### src/sv/grh2d_pkg.sv
// Shared constants and modular helpers for the 2D rolling hash block.
`default_nettype none
package grh2d_pkg;
	localparam int HASH_W       = 61;
	localparam int ACC_W        = 64;
	localparam int LIMB_LO_W    = 31;
	localparam int LIMB_HI_W    = 30;
	localparam int VALUE_W      = 32;
	localparam int BOUND_W      = 7;
	localparam int COLS_W       = 7;
	localparam int IN_DATA_W    = 64;
	localparam int IN_USER_W    = 2;
	localparam int OUT_DATA_W   = 64;
	localparam int OUT_USER_W   = 1;
	localparam int CFG_IDX_W    = 2;
	localparam int MAX_ROWS_DEF = 64;
	localparam int MAX_COLS_DEF = 64;

	localparam logic [HASH_W-1:0] HMOD = {HASH_W{1'b1}};
	localparam logic [HASH_W-1:0] ROW_BASE_RST = HASH_W'(131);
	localparam logic [HASH_W-1:0] COL_BASE_RST = HASH_W'(137);
	localparam logic [COLS_W-1:0] GRID_COLS_RST = COLS_W'(64);

	localparam logic [CFG_IDX_W-1:0] REG_ROW_BASE  = 2'd0;
	localparam logic [CFG_IDX_W-1:0] REG_COL_BASE  = 2'd1;
	localparam logic [CFG_IDX_W-1:0] REG_GRID_COLS = 2'd2;

	localparam logic FUNC_LOAD  = 1'b0;
	localparam logic FUNC_QUERY = 1'b1;

	// Reduce a 64-bit value into [0, 2^61-1).
	function automatic logic [HASH_W-1:0] fold61(input logic [ACC_W-1:0] x);
		logic [HASH_W:0] r;
		r = (HASH_W+1)'(x[ACC_W-1:HASH_W]) + (HASH_W+1)'(x[HASH_W-1:0]);
		if (r >= {1'b0, HMOD})
			fold61 = HASH_W'(r - {1'b0, HMOD});
		else
			fold61 = r[HASH_W-1:0];
	endfunction

	function automatic logic [HASH_W-1:0] addmod(input logic [HASH_W-1:0] x,
			input logic [HASH_W-1:0] y);
		addmod = fold61(ACC_W'(x) + ACC_W'(y));
	endfunction
endpackage
`default_nettype wire

### src/sv/grh2d_ram.sv
// Single-port-write, single-port-read memory with registered read data.
`default_nettype none
module grh2d_ram #(
	parameter int W  = grh2d_pkg::HASH_W,
	parameter int AW = 6
) (
	input  wire logic          clk,
	input  wire logic          we,
	input  wire logic [AW-1:0] waddr,
	input  wire logic [W-1:0]  wdata,
	input  wire logic [AW-1:0] raddr,
	output logic      [W-1:0]  rdata
);
	logic [W-1:0] mem_q [1<<AW];

	always_ff @(posedge clk) begin
		if (we)
			mem_q[waddr] <= wdata;
		rdata <= mem_q[raddr];
	end
endmodule
`default_nettype wire

### config.mk
export PLATFORM = sky130hd
export DESIGN_NAME = grh2d_ram
export DESIGN_NICKNAME = d
export VERILOG_FILES = /design/src/sv/grh2d_pkg.sv /design/src/sv/grh2d_ram.sv
export SDC_FILE = /design/constraint.sdc
export NUM_CORES = 2
export LEC_CHECK = 0
export BUFFER_PORTS_ARGS = -buffer_cell sky130_fd_sc_hd__buf_2
export CAP_MARGIN = 20
export CORE_UTILIZATION = 45
export DETAILED_ROUTE_END_ITERATION = 8
export GPL_TIMING_DRIVEN = 0
export PLACE_DENSITY_LB_ADDON = 0.25
export RECOVER_POWER = 50
export REMOVE_ABC_BUFFERS = 1
export SYNTH_ARGS = -nofsm -noshare
export SYNTH_HDL_FRONTEND = slang
export SYNTH_SLANG_ARGS = --single-unit
### constraint.sdc
create_clock -name clk -period 12.1 [get_ports clk]
set_clock_uncertainty 0.1 [all_clocks]
set_input_delay 1.815 -clock clk [delete_from_list [all_inputs] [get_ports clk]]
set_output_delay 1.815 -clock clk [all_outputs]
set_load 0.01 [all_outputs]
After elaboration in Yosys (flattened, before gate mapping)
Memories as Yosys holds them, arrays and structs flattened. A register that Yosys moved wholly into a read port is not among the register bits.
Cells that the tools add are included.
Storage, ports and cells
  memory bits (writable): 3904
  memories: 1
  output and inout port bits: 61
  flip-flop bits (word level): 0
Memory list
  mem_q: depth 64, width 61, read ports 1, clocked after Yosys merged registers in 1, wr ports 1, line grh2d_ram.sv:14  | logic [W-1:0] mem_q [1<<AW];
Operators by class
  multiplexer cells: 2
Operators with widths (count)
  two-way mux 1 bit: 2

Depth between registers and ports, before layout
  depth after elaboration: 2
  mapped depth: 10
  gate-level depth less buffers: 5

Least setup slack after synthesis
Ideal clock, no wire load.
  kind: input port to flip-flop
  start: input waddr[3]
  end: memory mem_q[48][0] (netlist bit), enable pin
  path buffers: 1
  path slack: 4.986 ns
  required time: 11.445 ns
  arrival: 6.459 ns
  cell stages on the path: 4
  cell sequence: clkbuf_1 nor2b_1 nand4b_1 nor3_1
RTL lines
  start: declaration: line grh2d_ram.sv:9  | input wire logic [AW-1:0] waddr,
  end: declaration: line grh2d_ram.sv:14
No word-level cell before the write port.

==> run metrics <==
number of antenna-violating nets in the routed design=0; largest cells by area after synthesis=edfxtp_1, mux4_2, mux2i_1; Crit Path Category=input port to flop; delay of the slowest cell on the worst path=600 ps; post-synthesis cell type count=35; post-synthesis sequential area ratio=~80%; leak pwr=between 50 and 60 nW; total negative slack for setup checks=0 ps; first-pass GRT wire length=~540000 µm; final critical delay including setup and external delays=between 5000 and 6000 ps; Setup Viol. Count Final=0; Netlist Area Pre-Place=roughly 0.15 mm²; crit-path cells=buf_12, buf_16, buf_16, buf_16, buf_16, mux4_2, mux2i_1, a21oi_1, a21oi_1, nor2_1; filler instances=~25000; final design instance area without fill=roughly 0.17 mm²; input/output buffers=135; average instance area after synthesis=about 23 µm²; number of resized instances in the post-cts repair step=0; count of TritonRoute iterations in the first routing pass=5; cell taking the most area after synthesis=edfxtp_1; count of pins over their slew limit=around 4000; Crit path required time=about 13000 ps; placed wire-length estimate after detailed placement=~230000 µm; commonest cells after routing, fill and taps aside=edfxtp_1, mux4_2, clkbuf_16; Num CTS Buffers=just over 400; final cell utilization of the core=~53%; Avg WL per Cell=~33 µm; hold buffer count at CTS=0; area occupied by multi-input gates=between 0.02 and 0.03 mm²; fraction of layout cells with a size suffix above 1=28.0%; Yosys reg bits=3965; Max Cap Violations=between 60 and 70; DRC violation count after routing=0; placer's final routability congestion estimate=0.692; number of buffers on the longest clock path=4; grt ovf=0; transition at the pin with the smallest max-transition slack=about 2700 ps; slowest CP cell=mux4_2; cell count after synthesis=6344; die outline area=between 0.3 and 0.4 mm²; Top-Level Pins=between 100 and 150; overall fraction of global-route tracks in use=between 20% and 30%; area after detailed placement=roughly 0.16 mm²; maximum number of pins on one net before global-route repair=roughly 120; setup bufs post-CTS=0; unrepaired setup endpoints after global routing=false; Die Ht=577 µm; Routed WL=~380000 µm; count of vias placed by the detailed router=70450; count of yosys warnings during synthesis=0; sequential share of power=a little over half; clock power share=between 40% and 50%; switching power=just over 0.006 W; Power Internal=about 0.023 W; Syn-to-layout area delta=16.1%; TritonCTS clock tree=built; Sw Share=between 20% and 30%; detailed-route vias per instance=slightly above 6; most frequent standard cell in the layout excluding fill and tap cells=edfxtp_1; relative contribution of combinational cells to total power=around 4.4%; Root Buffer=clkbuf_16; max frequency=between 150 and 200 MHz; deepest level of the CTS H-tree=5; startpoint type of the worst setup path=input port; final-layout worst hold slack=between 700 and 800 ps; Worst Path Arrival=around 6200 ps; crit-path max FO=94; insertion delay of the later-clocked pin in the worst-skew pair=~950 ps; power per cell area=166 mW/mm²; VDD IR-drop max=0.136 mV; relative max-transition margin=-76.9%; clock input transition at the sequential cells of the worst setup and hold paths=60 ps; core region area=0.328 mm²; instance count along the most critical hold path=5; number of global-route vias before repair=roughly 72000; final layout net count=around 6900; hold violation count in the final report=0; Setup Slack @ Placement=5430 ps; min-delay worst type=flop to flop; Critical Path Most Common Cell=buf_16; status=complete, but fails checks; TritonCTS Sinks=around 4000; initial antenna violation count=17; starting density of the core=between 40 and 50%; Worst setup EP type=flop; Final Cycle Share=a little under half; DIE WIDTH=about 580 µm; Register Area=0.118 mm²; Synth top area share=between 70 and 80%; drt initial violations=about 8600; failing checks=max-capacitance violations, max-slew violations; worst-case reg-to-reg path depth=5; number of rows created at floorplan=210; final setup margin=roughly 6600 ps
stage by stage:
step | total power (W) | cells
global route | 0.0296 | 11501
finish | 0.0288 | 11509
global placement | 0.0175 | 10468
CTS | 0.0290 | 11496
detailed placement | 0.0168 | 10759
floorplan | 0.0161 | 5987
cells in the mapped netlist (all sizes together):
library cell,n
edfxtp,3904
mux4,997
nor2,207
buf,201
mux2i,171
clkbuf,156
o22ai,110
o21ai,108
nand2,106
a221oi,100
a21oi,80
dfxtp,61
o221ai,50
a31oi,22
nor3,22
nand2b,8
nand3,7
nor2b,7
nand3b,5
or3b,4
or2,3
and2,2
mux2,2
nand4,2
o31a,2
or3,2
a21boi,1
a32oi,1
clkinv,1
nand4b,1
o211ai,1
critical path: cells and delay by family:
| kind | cells | cell delay (ps) |
|---|---|---|
| buffers and inverters | 5 | 2340 |
| and+or+nand+nor | 1 | 130 |
| muxes | 2 | 800 |
| AOI/OAI and AO/OA | 2 | 510 |
worst paths after layout:
path                               startpoint        end  slack (ps)
worst min-delay path            mem_q[62][53]  rdata[53]         740
worst max register to register  mem_q[59][19]  rdata[19]        9960
worst max-delay path                 raddr[0]  rdata[29]        6620
worst min register to register  mem_q[62][53]  rdata[53]         740
cells by family (layout without fill, tap and decap cells):
| group | Yosys count | count (layout) | share of synthesized area (%) |
|---|---|---|---|
| other | 0 | 11 | 0 |
| flip-flops | 3965 | 3965 | 79.5 |
| AND/OR/NAND/NOR | 376 | 376 | 1.04 |
| AO/OA/AOI/OAI | 475 | 475 | 2.10 |
| buffers and inverters | 358 | 1166 | 1.13 |
| multiplexers | 1170 | 1170 | 16.2 |
flip-flops by register name, summed over array words and instances (netlist names):
register,flops
mem_q,3904
rdata,61
cell type report:
| class | instances | share of cell area, % |
|---|---|---|
| Sequential cell | 3965 | 68.5 |
| Multi-Input combinational cell | 2021 | 17.0 |
| Clock buffer | 488 | 6.12 |
| Timing Repair Buffer | 428 | 3.92 |
| Tap cell | 4346 | 3.14 |
| Clock inverter | 249 | 1.39 |
| Antenna cell | 11 | 0.0159 |
| Inverter | 1 | 0.00289 |
routing by layer:
layer  wire, µm  vias to the layer above  GRT usage [%]
li1           -                    28225              -
met1     152000                    38419           32.0
met2     187000                     3164           37.4
met3      28400                      636           3.42
met4      11100                        6           5.98
met5         33                        -              0
power groups by stage:
stage	logic [W]	clock network [W]	registers (W)
after floorplan	0.000541	0	0.0155
after global placement	0.00195	0	0.0155
after detailed placement	0.00128	0	0.0155
after CTS	0.00129	0.0125	0.0152
after global routing	0.00135	0.0130	0.0153
final	0.00126	0.0123	0.0153
Power figures use the tool's default switching activity.
