### src/sv/grh2d_pkg.sv
// Shared constants and modular helpers for the 2D rolling hash block.
`default_nettype none
package grh2d_pkg;
	localparam int HASH_W       = 61;
	localparam int ACC_W        = 64;
	localparam int LIMB_LO_W    = 31;
	localparam int LIMB_HI_W    = 30;
	localparam int VALUE_W      = 32;
	localparam int BOUND_W      = 7;
	localparam int COLS_W       = 7;
	localparam int IN_DATA_W    = 64;
	localparam int IN_USER_W    = 2;
	localparam int OUT_DATA_W   = 64;
	localparam int OUT_USER_W   = 1;
	localparam int CFG_IDX_W    = 2;
	localparam int MAX_ROWS_DEF = 64;
	localparam int MAX_COLS_DEF = 64;

	localparam logic [HASH_W-1:0] HMOD = {HASH_W{1'b1}};
	localparam logic [HASH_W-1:0] ROW_BASE_RST = HASH_W'(131);
	localparam logic [HASH_W-1:0] COL_BASE_RST = HASH_W'(137);
	localparam logic [COLS_W-1:0] GRID_COLS_RST = COLS_W'(64);

	localparam logic [CFG_IDX_W-1:0] REG_ROW_BASE  = 2'd0;
	localparam logic [CFG_IDX_W-1:0] REG_COL_BASE  = 2'd1;
	localparam logic [CFG_IDX_W-1:0] REG_GRID_COLS = 2'd2;

	localparam logic FUNC_LOAD  = 1'b0;
	localparam logic FUNC_QUERY = 1'b1;

	// Reduce a 64-bit value into [0, 2^61-1).
	function automatic logic [HASH_W-1:0] fold61(input logic [ACC_W-1:0] x);
		logic [HASH_W:0] r;
		r = (HASH_W+1)'(x[ACC_W-1:HASH_W]) + (HASH_W+1)'(x[HASH_W-1:0]);
		if (r >= {1'b0, HMOD})
			fold61 = HASH_W'(r - {1'b0, HMOD});
		else
			fold61 = r[HASH_W-1:0];
	endfunction

	function automatic logic [HASH_W-1:0] addmod(input logic [HASH_W-1:0] x,
			input logic [HASH_W-1:0] y);
		addmod = fold61(ACC_W'(x) + ACC_W'(y));
	endfunction
endpackage
`default_nettype wire

### src/sv/grh2d_mulmod.sv
// Multi-cycle modular multiplier mod 2^61-1 built on one 31x31 product per cycle.
`default_nettype none
module grh2d_mulmod (
	input  wire logic                          clk,
	input  wire logic                          arst_n,
	input  wire logic                          start,
	input  wire logic [grh2d_pkg::HASH_W-1:0]  a,
	input  wire logic [grh2d_pkg::HASH_W-1:0]  b,
	output logic                               done,
	output logic      [grh2d_pkg::HASH_W-1:0]  prod
);
	import grh2d_pkg::*;

	logic [2:0]                ph_q;
	logic                      done_q;
	logic [HASH_W-1:0]         a_q, b_q, prod_q;
	logic [2*LIMB_LO_W-1:0]    p_q;
	logic [2*LIMB_LO_W:0]      mid_q;
	logic [ACC_W-1:0]          acc_q;
	logic [LIMB_LO_W-1:0]      al, bl;
	logic [LIMB_HI_W-1:0]      ah, bh;
	logic [LIMB_LO_W-1:0]      op_x, op_y;
	logic [2*LIMB_LO_W-1:0]    op_p;

	assign al = a_q[LIMB_LO_W-1:0];
	assign bl = b_q[LIMB_LO_W-1:0];
	assign ah = a_q[HASH_W-1:LIMB_LO_W];
	assign bh = b_q[HASH_W-1:LIMB_LO_W];

	// limb pair for the single multiplier, one partial product per phase
	always_comb begin
		op_x = '0;
		op_y = '0;
		case (ph_q)
			3'd1: begin
				op_x = al;
				op_y = bl;
			end
			3'd2: begin
				op_x = al;
				op_y = LIMB_LO_W'(bh);
			end
			3'd3: begin
				op_x = LIMB_LO_W'(ah);
				op_y = bl;
			end
			3'd4: begin
				op_x = LIMB_LO_W'(ah);
				op_y = LIMB_LO_W'(bh);
			end
			default: ;
		endcase
		op_p = (2*LIMB_LO_W)'(op_x) * (2*LIMB_LO_W)'(op_y);
	end

	always_ff @(posedge clk or negedge arst_n) begin
		if (!arst_n) begin
			ph_q   <= '0;
			done_q <= 1'b0;
		end else begin
			done_q <= 1'b0;
			if (start)
				ph_q <= 3'd1;
			else if (ph_q == 3'd7) begin
				ph_q   <= '0;
				done_q <= 1'b1;
			end else if (ph_q != 3'd0)
				ph_q <= ph_q + 3'd1;
		end
	end

	// 2^62 = 2 and 2^61 = 1 mod P, so the cross term splits at bit 30.
	always_ff @(posedge clk) begin
		if (start) begin
			a_q <= fold61(ACC_W'(a));
			b_q <= fold61(ACC_W'(b));
		end else begin
			case (ph_q)
				3'd1: p_q <= op_p;
				3'd2: begin
					acc_q <= ACC_W'(p_q);
					p_q   <= op_p;
				end
				3'd3: begin
					mid_q <= {1'b0, p_q};
					p_q   <= op_p;
				end
				3'd4: begin
					mid_q <= mid_q + {1'b0, p_q};
					p_q   <= op_p;
				end
				3'd5: acc_q <= acc_q + {1'b0, p_q, 1'b0};
				3'd6: acc_q <= acc_q + ACC_W'(mid_q[2*LIMB_LO_W:LIMB_HI_W])
					+ {3'b0, mid_q[LIMB_HI_W-1:0], {LIMB_LO_W{1'b0}}};
				3'd7: prod_q <= fold61(acc_q);
				default: ;
			endcase
		end
	end

	assign done = done_q;
	assign prod = prod_q;
endmodule
`default_nettype wire
### config.mk
export PLATFORM = sky130hd
export DESIGN_NAME = grh2d_mulmod
export DESIGN_NICKNAME = d
export VERILOG_FILES = /design/src/sv/grh2d_pkg.sv /design/src/sv/grh2d_mulmod.sv
export SDC_FILE = /design/constraint.sdc
export NUM_CORES = 2
export LEC_CHECK = 0
export BUFFER_PORTS_ARGS = -buffer_cell sky130_fd_sc_hd__buf_2
export CORE_AREA = 2 2 360 362
export CTS_CLUSTER_SIZE = 10
export DETAILED_ROUTE_END_ITERATION = 8
export DIE_AREA = 0 0 362 364
export PLACE_DENSITY = 0.7
export SLEW_MARGIN = 20
export SYNTH_ARGS = -nofsm -noshare
export SYNTH_HDL_FRONTEND = slang
export SYNTH_SLANG_ARGS = --single-unit
### constraint.sdc
create_clock -name clk -period 13.9 [get_ports clk]
set_input_delay 1.39 -clock clk [delete_from_list [all_inputs] [get_ports clk]]
set_output_delay 1.39 -clock clk [all_outputs]
set_load 0.01 [all_outputs]
=== Word-level counts from Yosys, hierarchy flattened ===
Cells that the tools add are included.

* Flip-flop bits (word level): 376
* Latch bits: 0
* RAM bits: 0
* Bits in read-only memories: 0
* Input port bits: 125
* Output and inout bits: 62
* Logic and storage cells: 54
* Memories: 0

* $add $sub $neg: 9
* Multipliers: 1
* Divide/modulo/power cells: 0
* Order comparisons: 3
* Eq/ne operators: 7
* Shift operators: 0
* Multiplexer cells: 12
* Bitwise logic cells: 1
* Reductions and logical operators: 13

{| class="wikitable"
|+ Operator list
! operator !! number
|-
| $pmux 64 s3 || 1
|-
| $mux 61 || 3
|-
| $sub 61x61->61 const B || 3
|-
| $pmux 63 s2 || 1
|-
| $pmux 31 s2 || 2
|-
| $ge 61x61->1 const B || 2
|-
| $add 64x33->64 || 1
|-
| $add 64x61->64 || 1
|-
| $add 64x63->64 || 1
|-
| $add 63x62->63 || 1
|-
| $add 3x61->62 || 1
|-
| $ge 62x61->1 const B || 1
|-
| $mul 31x31->62 || 1
|-
| $eq 3x3->1 const B || 4
|-
| $mux 3 || 3
|-
| $reduce_bool 3->1 || 3
|-
| $reduce_and 2->1 || 4
|-
| $reduce_or 2->1 || 4
|-
| $eq 3x2->1 const B || 2
|-
| $reduce_or 4->1 || 1
|-
| $add 3x1->3 const B || 1
|-
| $eq 3x1->1 const B || 1
|-
| $mux 1 || 2
|-
| $reduce_bool 2->1 || 1
|-
| $not 1->1 || 1
|}

=== Longest topological paths before layout ===
* Depth in word-level cells: 4
* Depth in mapped cells: 38
* Mapped depth without buffers: 34

=== Least setup slack after synthesis ===
OpenSTA, ideal clock, no wires.

* Path type: register to register
* From: register ph_q[0]
* To: register p_q[60] (data pin)
* Library setup time: 258 ps
* Data arrival time: 9023 ps
* Setup slack: 4619 ps
* Cell stages (with the launch flop): 37
* Clock period less this slack: 9281 ps
* Cells stage by stage: dfrtp_1 > inv_1 > ha_1 > and2_1 > clkbuf_1 > a21o_1 > clkbuf_1 > clkbuf_1 > a22oi_1 > clkbuf_1 > nor2_1 > fa_1 > fa_1 > fa_1 > inv_1 > fa_1 > inv_1 > fa_1 > inv_1 > fa_1 > inv_1 > fa_1 > inv_1 > fa_1 > inv_1 > ha_1 > a21oi_1 > o21ai_0 > a2111oi_0 > o221a_2 > o31ai_1 > a2111oi_0 > nor2_1 > a211oi_1 > o21bai_1 > a31oi_1 > xnor2_1

* Cells in the longest elaborated chain, start to end: 4

{| class="wikitable"
|+ RTL lines
! element !! RTL line !! source
|-
| from (decl) || grh2d_mulmod.sv:14 || <nowiki>logic [2:0] ph_q;</nowiki>
|-
| from (signal assigned) || grh2d_mulmod.sv:68 || <nowiki>ph_q <= ph_q + 3'd1;</nowiki>
|-
| $eq 3x3->1 (tied with other cells) || grh2d_mulmod.sv:34 || <nowiki>case (ph_q)</nowiki>
|-
| $reduce_or 2->1 (no source line) || -- ||
|-
| $pmux 31 s2 || grh2d_mulmod.sv:34 ||
|-
| $mul 31x31->62 (*) || grh2d_mulmod.sv:53 || <nowiki>op_p = (2*LIMB_LO_W)'(op_x) * (2*LIMB_LO_W)'(op_y);</nowiki>
|-
| via op_p[60] || grh2d_mulmod.sv:23 || <nowiki>logic [2*LIMB_LO_W-1:0] op_p;</nowiki>
|-
| to (signal assigned) || grh2d_mulmod.sv:79 || <nowiki>3'd1: p_q <= op_p;</nowiki>
|-
| to (signal assigned) || grh2d_mulmod.sv:82 || <nowiki>p_q <= op_p;</nowiki>
|-
| to (signal assigned) || grh2d_mulmod.sv:86 || <nowiki>p_q <= op_p;</nowiki>
|-
| to (decl) || grh2d_mulmod.sv:17 || <nowiki>logic [2*LIMB_LO_W-1:0] p_q;</nowiki>
|}

Mark *: on every way through the listed nets, which the timed path passes. The rest lies on a longest branch.
A chain may end at the register's enable or synchronous reset.

=== Worst setup path after layout ===
Ends and elaborated chain as after synthesis.

==> results.yml <==
run_status:
  outcome: "finished clean"
global_routing:
  grt_pass1_wl_um: 296100
  grt_overflow: 0
  track_usage_pct: 29.62
  antenna_found_initial: 4
  grt_pass1_vias: 49140
  grt_max_degree: 125
final_layout:
  fillCellCount: 11990
  design_area_um2: 62620
  final_nets: 7920
  multi_input_area_um2: 42810
  layout_common_cells: "inv_1, fa_1, nand2_1, nor2_1, ha_1"
  final_common_cell: "inv_1"
  area_delta_synth_final_pct: 7.247
  ff_latch_area_um2: 11270
  drive_gt1_share_pct: 6.462
  utilization_pct: 48.80
floorplan:
  coreArea_um2: 128300
  rows: 132
  initial_utilization_pct: 45.50
  design.die.area_um2: 131800
  die_h_um: 364
  ios: 187
  die_w_um: 362
timing:
  relSlewSlack_pct: 22.50
  fmax_mhz: 90.54
  maxSlewViolCount: 0
  tightest_slew_ns: 1.162
  fin_crit_ns: 11.05
  finalClockSkew_ns: 0.04632
  tns_ns: 0
  setup_viol: 0
  hold_viol: 0
  rsz0062_at_grt: "no"
  whs_ns: 0.5944
  finalCritPeriodShare_pct: 79.46
clocking:
  path_clk_slew_ns: 0.06
  holdBufCountCts: 0
  clockBufferDepth: 3
  root_buffer: "clkbuf_16"
  ctsResizeCount: 0
  cts_buffers: 49
  numClockSinks: 376
  clk_latency_ns: 0.66
  cts_setup_buffers: 0
  cts_tree: "yes"
  htreeDepth: 2
yosys:
  synth_cell_types: 84
  syn_inst: 6418
  synth_area_um2: 58390
  syn_avg_cell_area_um2: 9.097
  synth_edf_count: 372
  postSynth.asyncResetShare_pct: 1.064
  synth_top_area_share_pct: 28.90
  synth_flop_cell: "edfxtp_1"
  synth-seq-area-share_pct: 19.30
  synth.yosys.warnings: 0
  synth.area.top_cells: "fa_1, edfxtp_1, ha_1"
  ys_ff_latch: 376
  syn_nets: 7897
  synth_top_area_cell: "fa_1"
setup_path:
  crit_type: "reg2reg"
  critPathCaptureType: "flip-flop"
  crit_slowest_cell: "a22o_1"
  crit_top_cell: "fa_1"
  cp_max_fo: 32
  cp-start-kind: "flip-flop"
  cp.arrival_ns: 11.45
  cp.required_ns: 14.30
  regToRegSetupSlack_ns: 2.85
  crit_family: "adder cells"
  crit_buf_inv: 3
  slowest_delay_ns: 0.95
drt:
  drt_iter0_markers: 4204
  routed_wl_um: 194600
  wire_per_inst_um: 23.89
  viasPerCell: 5.893
  drcViolationCount: 0
  ant_nets: 0
  vias: 48010
  dr.pass1.iters: 6
place:
  port_buffers: 186
  place_congestion: 0.9847
  hpwl_um: 157700
  post_dp_cell_area_um2: 61080
flow_run:
  cap_violations: 0
worst_hold_path:
  min_path_type: "reg2reg"
## cells in the mapped netlist, types with 8 or more instances
cell type	number
and4_1	15
or2_2	12
nand4_1	111
xor2_1	135
nand3_1	84
or4_1	8
edfxtp_1	372
o21ai_0	268
buf_1	11
nand2_1	735
o21bai_1	45
nand2b_1	31
o21a_1	27
nor2_1	682
a221oi_1	8
a22oi_1	94
nor4_1	27
o221ai_1	18
a21oi_1	334
and2_1	55
and3_1	31
a21o_1	143
a31oi_1	34
clkbuf_1	293
a21boi_0	12
fa_1	843
or3_1	17
xnor2_1	154
nor3_1	51
a22o_1	63
nor3b_1	8
o31ai_1	24
ha_1	511
a211oi_1	23
nor2b_1	128
o211ai_1	25
inv_1	858
## state kept, by name, summed over array words and instances, names as in the netlist
register / cells
p_q: 62
b_q: 61
ph_q: 3
prod: 61
acc_q: 64
a_q: 61
done: 1
mid_q: 63
## logic make-up (layout without fill, tap and decap cells)
logic type                 count (synthesis)  in the layout  share of synthesized area (%)
and+or+nand+nor                         2016           2016                          15.51
adders and majority gates               1354           1354                          39.85
AOI/OAI and AO/OA                       1196           1196                          13.14
buffers and inverters                   1174           1225                          7.622
DFF                                      376            376                          19.30
xor gates and xnor gates                 289            289                          4.335
muxes                                     13             13                         0.2357
other                                      0              4                              0
## worst min-delay path, stage by stage, from the launching register on
cell     delay, ns
dfrtp_1       0.41
nand2_1       0.08
a21oi_1       0.06
## metal layers
| layer | GRT usage, % | share of wire (%) |
|---|---|---|
| met5 | 0 | 0.0067 |
| met4 | 15.00 | 5.9 |
| met3 | 6.271 | 9.4 |
| met1 | 37.09 | 39 |
| met2 | 48.53 | 46 |
## layout make-up
class | instances | area share [%]
inverters | 859 | 5.149
clock buffers | 59 | 2.018
flip-flops and latches | 376 | 18.00
repair buffers | 287 | 2.717
well taps | 1675 | 3.347
clock inverters | 20 | 0.3816
multi-input cells | 4868 | 68.37
diodes | 4 | 0.01598
## through the flow
stage	instances	worst slack, ns
floorplan	6418	4.619
global placement	8060	2.999
detailed placement	8064	2.804
CTS	8143	2.792
global route	8146	2.382
finish	8148	2.855
## worst paths after layout
check / from / cells past startpoint / to
setup / recovery: ph_q[0]$_DFFE_PN0P_ / 28 / p_q[60]$_DFFE_PP_
hold / removal: ph_q[1]$_DFFE_PN0P_ / 2 / ph_q[1]$_DFFE_PN0P_
setup reg to reg: ph_q[0]$_DFFE_PN0P_ / 28 / p_q[60]$_DFFE_PP_
hold reg to reg: ph_q[1]$_DFFE_PN0P_ / 2 / ph_q[1]$_DFFE_PN0P_
max in group asynchronous: arst_n / 1 / ph_q[0]$_DFFE_PN0P_
min in group asynchronous: arst_n / 1 / done$_DFF_PN0_
Power is left out: the tool's default activity adds up to more than one toggle a clock period on the data nets, which glitch-free logic cannot reach.
